File: config.mk
export PLATFORM = sky130hd
export DESIGN_NAME = integer_string_parser_unit
export DESIGN_NICKNAME = d
export VERILOG_FILES = /design/src/rtl/isp_pkg.sv /design/src/rtl/isp_step.sv /design/src/rtl/integer_string_parser_unit.sv
export VERILOG_INCLUDE_DIRS = /design/src /design/src/rtl
export SDC_FILE = /design/constraint.sdc
export NUM_CORES = 1
export LEC_CHECK = 0
export ABC_AREA = 1
export BUFFER_PORTS_ARGS = -buffer_cell sky130_fd_sc_hd__buf_4
export CAP_MARGIN = 20
export CORE_MARGIN = 5
export CORE_UTILIZATION = 45
export DETAILED_ROUTE_END_ITERATION = 8
export PLACE_DENSITY = 0.64
export SYNTH_ARGS = -nofsm -noshare
export SYNTH_HDL_FRONTEND = slang
export SYNTH_HIERARCHICAL = 1
export SYNTH_SLANG_ARGS = --single-unit
File: constraint.sdc
create_clock -name clk -period 20 [get_ports clk]
set_clock_uncertainty 0.1 [all_clocks]
set_input_delay 2 -clock clk [delete_from_list [all_inputs] [get_ports clk]]
set_output_delay 2 -clock clk [all_outputs]
set_load 0.01 [all_outputs]
File: src/rtl/integer_string_parser_unit_assert.svh
// Assertion macros for the integer string parser unit.
// Included by the top level; expects clk and rst in scope.
`ifndef INTEGER_STRING_PARSER_UNIT_ASSERT_SVH
`define INTEGER_STRING_PARSER_UNIT_ASSERT_SVH

// Same-cycle implication.
`define ISP_ASSERT_IMPLY(label, pre, post) \
  label: assert property (@(posedge clk) disable iff (rst) (pre) |-> (post)) \
    else $error("isp assertion failed");

// Next-cycle implication.
`define ISP_ASSERT_NEXT(label, pre, post) \
  label: assert property (@(posedge clk) disable iff (rst) (pre) |=> (post)) \
    else $error("isp assertion failed");

`endif

File: src/rtl/isp_pkg.sv
// Package for the integer string parser unit: widths, codes, word and state types.
// No dependencies.
package isp_pkg;

  localparam int VALUE_BITS = 32;
  localparam int MAG_W      = VALUE_BITS + 1;
  localparam int BASE_W     = 6;
  localparam int CHAR_W     = 8;

  localparam logic [0:0] REG_RADIX  = 1'b0;
  localparam logic [0:0] REG_PREFIX = 1'b1;

  localparam logic [BASE_W-1:0] RADIX_RESET = BASE_W'(10);

  typedef enum logic [1:0] {
    ST_OK        = 2'd0,
    ST_MALFORMED = 2'd1,
    ST_BADDIGIT  = 2'd2,
    ST_RANGE     = 2'd3
  } status_t;

  typedef enum logic [2:0] {
    PH_START  = 3'd0,
    PH_SIGN   = 3'd1,
    PH_ZERO   = 3'd2,
    PH_PREFIX = 3'd3,
    PH_DIGITS = 3'd4
  } phase_t;

  typedef struct packed {
    logic [CHAR_W-1:0] character;
    logic              has_character;
    logic              last;
  } in_word_t;

  typedef struct packed {
    logic signed [VALUE_BITS-1:0] number;
    status_t                      status;
  } out_word_t;

  typedef struct packed {
    logic [BASE_W-1:0] radix;
    logic              prefix_decode;
  } cfg_t;

  typedef struct packed {
    logic [MAG_W-1:0]  magnitude;
    logic              is_negative;
    phase_t            phase;
    logic [BASE_W-1:0] active_base;
    status_t           error_code;
  } parse_state_t;

  localparam parse_state_t STATE_RESET = '{
    magnitude:   '0,
    is_negative: 1'b0,
    phase:       PH_START,
    active_base: BASE_W'(10),
    error_code:  ST_OK
  };

endpackage

File: src/rtl/isp_step.sv
// One parse step: next parse state and end-of-string result from the current
// state, one input word and the configuration. Depends on isp_pkg.
module isp_step
  import isp_pkg::*;
(
  input  parse_state_t state,
  input  in_word_t     word,
  input  cfg_t         cfg,
  output parse_state_t state_next,
  output out_word_t    result
);

  localparam logic [CHAR_W-1:0] CH_MINUS = 8'h2D;
  localparam logic [CHAR_W-1:0] CH_ZERO  = 8'h30;
  localparam logic [CHAR_W-1:0] CH_HASH  = 8'h23;
  localparam logic [CHAR_W-1:0] CH_LX    = 8'h78;
  localparam logic [CHAR_W-1:0] CH_UX    = 8'h58;
  localparam int PROD_W = MAG_W + BASE_W;
  localparam logic [MAG_W-1:0]  LIMIT   = MAG_W'(1) << (VALUE_BITS - 1);
  localparam logic [PROD_W-1:0] LIMIT_P = PROD_W'(LIMIT);

  function automatic logic [CHAR_W-1:0] digit_value(input logic [CHAR_W-1:0] c);
    logic [CHAR_W-1:0] v;
    if (c >= 8'h30 && c <= 8'h39) v = c - 8'h30;
    else if (c >= 8'h61 && c <= 8'h7A) v = c - 8'h57;
    else if (c >= 8'h41 && c <= 8'h5A) v = c - 8'h37;
    else v = 8'hFF;
    return v;
  endfunction

  parse_state_t      s;
  status_t           err_pre;
  logic              do_digit;
  logic              do_decode;
  logic [BASE_W-1:0] dbase;
  logic [CHAR_W-1:0] dv;
  logic [PROD_W-1:0] prod;
  logic [MAG_W-1:0]  neg_mag;
  status_t           st;
  logic [VALUE_BITS-1:0] num;

  assign dv = digit_value(word.character);

  always_comb begin
    err_pre = state.error_code;
    if (state.phase == PH_START && state.error_code == ST_OK && !cfg.prefix_decode &&
        (cfg.radix < BASE_W'(2) || cfg.radix > BASE_W'(36))) begin
      err_pre = ST_MALFORMED;
    end

    s            = state;
    s.error_code = err_pre;
    do_digit     = 1'b0;
    do_decode    = 1'b0;
    dbase        = state.active_base;
    prod         = '0;

    if (word.has_character && err_pre == ST_OK) begin
      case (state.phase)
        PH_START: begin
          s.active_base = cfg.prefix_decode ? BASE_W'(10) : cfg.radix;
          if (word.character == CH_MINUS) begin
            s.is_negative = 1'b1;
            s.phase       = PH_SIGN;
          end else if (cfg.prefix_decode) begin
            do_decode = 1'b1;
          end else begin
            do_digit = 1'b1;
            dbase    = cfg.radix;
          end
        end
        PH_SIGN: begin
          if (cfg.prefix_decode) do_decode = 1'b1;
          else do_digit = 1'b1;
        end
        PH_ZERO: begin
          if (word.character == CH_LX || word.character == CH_UX) begin
            s.active_base = BASE_W'(16);
            s.phase       = PH_PREFIX;
          end else begin
            s.active_base = BASE_W'(8);
            do_digit      = 1'b1;
            dbase         = BASE_W'(8);
          end
        end
        default: do_digit = 1'b1;
      endcase

      if (do_decode) begin
        if (word.character == CH_ZERO) begin
          s.phase = PH_ZERO;
        end else if (word.character == CH_HASH) begin
          s.active_base = BASE_W'(16);
          s.phase       = PH_PREFIX;
        end else begin
          s.active_base = BASE_W'(10);
          do_digit      = 1'b1;
          dbase         = BASE_W'(10);
        end
      end

      prod = PROD_W'(state.magnitude) * PROD_W'(dbase) + PROD_W'(dv);

      if (do_digit) begin
        if (dv >= CHAR_W'(dbase)) begin
          s.error_code = ST_BADDIGIT;
        end else if (prod > LIMIT_P) begin
          s.error_code = ST_RANGE;
        end else begin
          s.magnitude = prod[MAG_W-1:0];
          s.phase     = PH_DIGITS;
        end
      end
    end

    neg_mag = MAG_W'(0) - s.magnitude;
    st      = s.error_code;
    num     = '0;
    if (st == ST_OK) begin
      if (s.phase == PH_START || s.phase == PH_SIGN || s.phase == PH_PREFIX) begin
        st = ST_MALFORMED;
      end else if (!s.is_negative && s.magnitude > LIMIT - MAG_W'(1)) begin
        st = ST_RANGE;
      end else begin
        num = s.is_negative ? neg_mag[VALUE_BITS-1:0] : s.magnitude[VALUE_BITS-1:0];
      end
    end
    result.status = st;
    result.number = (st == ST_OK) ? num : '0;

    if (!word.has_character && !word.last) state_next = state;
    else if (word.last) state_next = STATE_RESET;
    else state_next = s;
  end

endmodule

File: src/rtl/integer_string_parser_unit.sv
// Top level of the integer string parser unit: config registers, input stage,
// parse state and result register. Depends on isp_pkg, isp_step and the assert header.
//
//   channel  | handshake              | payload
//   ---------+------------------------+-------------------------------
//   in       | in_valid / in_ready    | in_word  (character, has_character, last)
//   out      | out_valid / out_ready  | out_word (number, status)
//   cfg      | cfg_valid / cfg_ready  | cfg_index, cfg_data (always ready)
//
// One word per cycle unless a last word waits on a stalled result; the last word goes
// from the input register through the combinational parse step into the result register.
// rst is synchronous: config back to radix 10, plain mode, parse state cleared.
// A stalled result holds only words that end a string; other words keep flowing.
`include "integer_string_parser_unit_assert.svh"

module integer_string_parser_unit
  import isp_pkg::*;
(
  input  logic              clk,
  input  logic              rst,
  input  logic              in_valid,
  output logic              in_ready,
  input  in_word_t          in_word,
  output logic              out_valid,
  input  logic              out_ready,
  output out_word_t         out_word,
  input  logic              cfg_valid,
  output logic              cfg_ready,
  input  logic [0:0]        cfg_index,
  input  logic [BASE_W-1:0] cfg_data
);

  cfg_t         cfg;
  logic         s1_valid;
  in_word_t     s1_word;
  logic         s1_fire;
  parse_state_t state;
  parse_state_t state_next;
  out_word_t    result;

  assign cfg_ready = 1'b1;
  assign s1_fire   = s1_valid && (!s1_word.last || !out_valid || out_ready);
  assign in_ready  = !s1_valid || s1_fire;

  always_ff @(posedge clk) begin
    if (rst) begin
      cfg.radix         <= RADIX_RESET;
      cfg.prefix_decode <= 1'b0;
    end else if (cfg_valid) begin
      unique case (cfg_index)
        REG_RADIX:  cfg.radix         <= cfg_data;
        REG_PREFIX: cfg.prefix_decode <= cfg_data[0];
      endcase
    end
  end

  isp_step u_step (
    .state      (state),
    .word       (s1_word),
    .cfg        (cfg),
    .state_next (state_next),
    .result     (result)
  );

  always_ff @(posedge clk) begin
    if (rst) begin
      s1_valid <= 1'b0;
    end else if (in_valid && in_ready) begin
      s1_valid <= 1'b1;
    end else if (s1_fire) begin
      s1_valid <= 1'b0;
    end
  end

  always_ff @(posedge clk) begin
    if (in_valid && in_ready) begin
      s1_word <= in_word;
    end
  end

  always_ff @(posedge clk) begin
    if (rst) begin
      state <= STATE_RESET;
    end else if (s1_fire) begin
      state <= state_next;
    end
  end

  always_ff @(posedge clk) begin
    if (rst) begin
      out_valid <= 1'b0;
    end else if (s1_fire && s1_word.last) begin
      out_valid <= 1'b1;
    end else if (out_ready) begin
      out_valid <= 1'b0;
    end
  end

  always_ff @(posedge clk) begin
    if (s1_fire && s1_word.last) begin
      out_word <= result;
    end
  end

  `ISP_ASSERT_NEXT(a_last_gives_result, s1_fire && s1_word.last, out_valid)
  `ISP_ASSERT_NEXT(a_last_clears_state, s1_fire && s1_word.last, state == STATE_RESET)
  `ISP_ASSERT_NEXT(a_state_holds_idle, !s1_fire, $stable(state))
  `ISP_ASSERT_IMPLY(a_error_zero_number, out_valid && out_word.status != ST_OK,
                    out_word.number == '0)

endmodule
==> metrics.csv <==
stage,metric,value,unit
logic_synthesis,synth_mux_area_share,0,%
routing,drc_errors,0,
logic_synthesis,synthXorXnorAreaFrac,1.585,%
placed_design,placed_area,0.01563,mm^2
timing,fmax,98.99,MHz
setup_path,r2r_slack,9900,ps
setup_path,crit_path_end_kind,flop,
setup_path,cp_common_cell,nand2_1,
clock_network,cts_made_buffers,9,
finish,drive_gt1_share,6.319,%
setup_path,slowest_delay,660,ps
min_path,hold_depth,2,
clock_network,cts_tree,built,
logic_synthesis,synth_compound_area_share,6.794,%
timing,period_share,50.51,%
setup_path,worst_ep_arrival_time,10120,ps
routing,drtAntennaViolNets,0,
timing,timing.slew.headroom,44.16,%
flow_run,cap_violations,0,
routing,dr.pass1.iters,6,
finish,final_cell_mix,"nand2_1 (668), inv_1 (436), nor2_1 (356), fa_1 (130), nand3_1 (110)",
clock_network,h-tree-depth,3,
die,initial_utilization,45.73,%
min_path,worstHoldEndpoint,cfg[4],
timing,fin_tns_setup,0,ps
finish,stdcell_area,0.01590,mm^2
clock_network,postCtsHoldBufs,0,
logic_synthesis,syn_nets,2569,
power,totalPowerFinal,871.6,uW
logic_synthesis,yosys_warnings,6,
logic_synthesis,synth_top_family_by_area,simple AND/OR/NAND/NOR gates,
setup_path,critPathRequiredTime,20010,ps
clock_network,clk_pin_slew,70,ps
logic_synthesis,syn_inst,2319,
finish,nets,2587,
routing,drt-vias-per-instance,5.273,
die,die-area,0.03689,mm^2
placed_design,dpl.hpwl,39200,um
global_route,grt_use_total,26.62,%
logic_synthesis,syn_area_per_cell,6.433,um^2
logic_synthesis,synthesis.area,0.01492,mm^2
power,irDropWorstVdd,0.04269,mV
logic_synthesis,yosys.area.top_type,fa_1,
setup_path,critPathSlowestCell,nand3_4,
die,die-width,192.1,um
min_path,hp-class,reg2reg,
finish,final_common_cell,nand2_1,
timing,setup_viol,0,
finish,diodes,0,
power,leakagePower,0.008779,uW
global_route,grt-ovfl-total,0,
logic_synthesis,synthTopCellsByArea,"fa_1 (17%), nand2_1 (17%), inv_1 (11%)",
setup_path,crit-reg2reg-capture,out_word[32],
placed_design,portBuffers,57,
die,rows,66,
logic_synthesis,synth_edf_count,44,
logic_synthesis,ys_ff_latch,98,
logic_synthesis,yosysUniqueCellTypes,57,
min_path,hp-start,cfg[4],
logic_synthesis,yosys_most_used_dff,dfxtp_1,
setup_path,r2r_start,s1_word[6],
finish,area_growth,6.576,%
setup_path,worst-r2r-cell-count,51,
logic_synthesis,synth.top_cell.area_share,17.45,%
global_route,grt_pass1_wl,77140,um
routing,routedWlPerCell,17.45,um
die,coreArea,0.03262,mm^2
die,fp.dieH,192.1,um
timing,worst_pin_slew,837.6,ps
timing,slew_viol_final,0,
placed_design,globalplace.congestion,1.009,
routing,vias,14680,
routing,drt_iter0_markers,1258,
power,p_per_area,54.82,mW/mm^2
die,ios,59,
setup_path,critPathKind,reg2reg,
clock_network,clkLatencyLatePin,370,ps
timing,hold_violations,0,
logic_synthesis,async_flop_share,0,%
setup_path,cp-start-kind,flop,
routing,wirelength,48590,um
global_route,antenna_found_initial,0,
logic_synthesis,synthAdderAreaFrac,25.66,%
clock_network,cts_root_buf,clkbuf_16,
clock_network,cts_buffer_depth,2,
global_route,grt_max_degree,75,
clock_network,cts_resized,0,
clock_network,post-cts-setup-buffer-count,0,
global_route,grt_pass1_vias,14200,
setup_path,crit_path_max_fanout,54,
timing,period_minus_slack,10100,ps
clock_network,clock_sinks,98,
logic_synthesis,yosysSeqAreaShare,16.10,%
logic_synthesis,synth-simple-area-share,35.96,%
timing,rsz0062_at_grt,no,
run_status,outcome,completed,
synth_stat cells, drive strengths merged (39+ instances only):
master  number
inv        447
nand3      129
dfxtp       54
edfxtp      44
fa         130
nand4       49
buf         39
nand2      681
ha          98
a21oi       95
nor2       364
o21ai       56
flip-flops by register name, indices dropped and copies added, names as in the netlist:
signal,count
cfg,7
out_word,34
s1_word,10
state,45
out_valid,1
s1_valid,1
cell families (layout without fill, tap and decap cells):
family / count (synthesis) / after routing
other: 1 / 1
buffers and inverters: 514 / 537
AO/OA/AOI/OAI: 182 / 182
XOR/XNOR: 27 / 27
flip-flops: 98 / 98
AND/OR/NAND/NOR: 1269 / 1269
adder cells (fa/ha/maj): 228 / 228
power breakdown:
group / switching (uW) / internal [uW] / total [uW]
combinational: 327 / 145 / 471
clock: 79.9 / 87.9 / 168
sequential: 13.9 / 219 / 233
total: 420 / 451 / 872
layout make-up:
cell class                      count  area [um^2]
Clock buffer                       12        246.5
Clock inverter                      4        26.28
Fill cell                        3510        16720
Inverter                          451         1694
Multi-Input combinational cell   1707        10450
Sequential cell                    98         2406
Tap cell                          442        553.0
Timing Repair Buffer               70        525.5
through the flow:
stage / util [%] / cells / hold WS [ps] / worst slack (ps)
floorplan: - / 2319 / 337.6 / 12420
global placement: 47.91 / 2768 / 388.0 / 10270
detailed placement: 47.91 / 2768 / 395.2 / 10050
CTS: 48.74 / 2784 / 405.4 / 10040
global route: 48.74 / 2784 / 423.1 / 9080
finish: 48.74 / 2784 / 401.9 / 9898
metal layers:
metal / global-route usage [%] / up-vias / share of wire, %
met5: 0 / - / 0
met4: 8.585 / 0 / 3.4
met3: 3.799 / 96 / 6.4
met2: 43.42 / 503 / 47
met1: 36.55 / 6933 / 44
li1: - / 7147 / -
worst max-delay path, delay by kind of cell (launching register included):
kind,cells,cell delay (ps)
xor+xnor,1,140
buf+inv,10,1330
fa+ha+maj,7,2830
flops,1,460
simple gates,32,4800
compound gates,1,130
worst max path at each step:
stage / from / to / slack [ps]
after floorplan: s1_word[6] / out_word[20] / 12420
after global routing: s1_word[6] / out_word[32] / 9080
final: s1_word[6] / out_word[32] / 9900
after CTS: s1_word[6] / out_word[32] / 10040
after detailed placement: s1_word[6] / out_word[32] / 10050
after global placement: s1_word[6] / out_word[32] / 10270
Power figures use the tool's default switching activity.
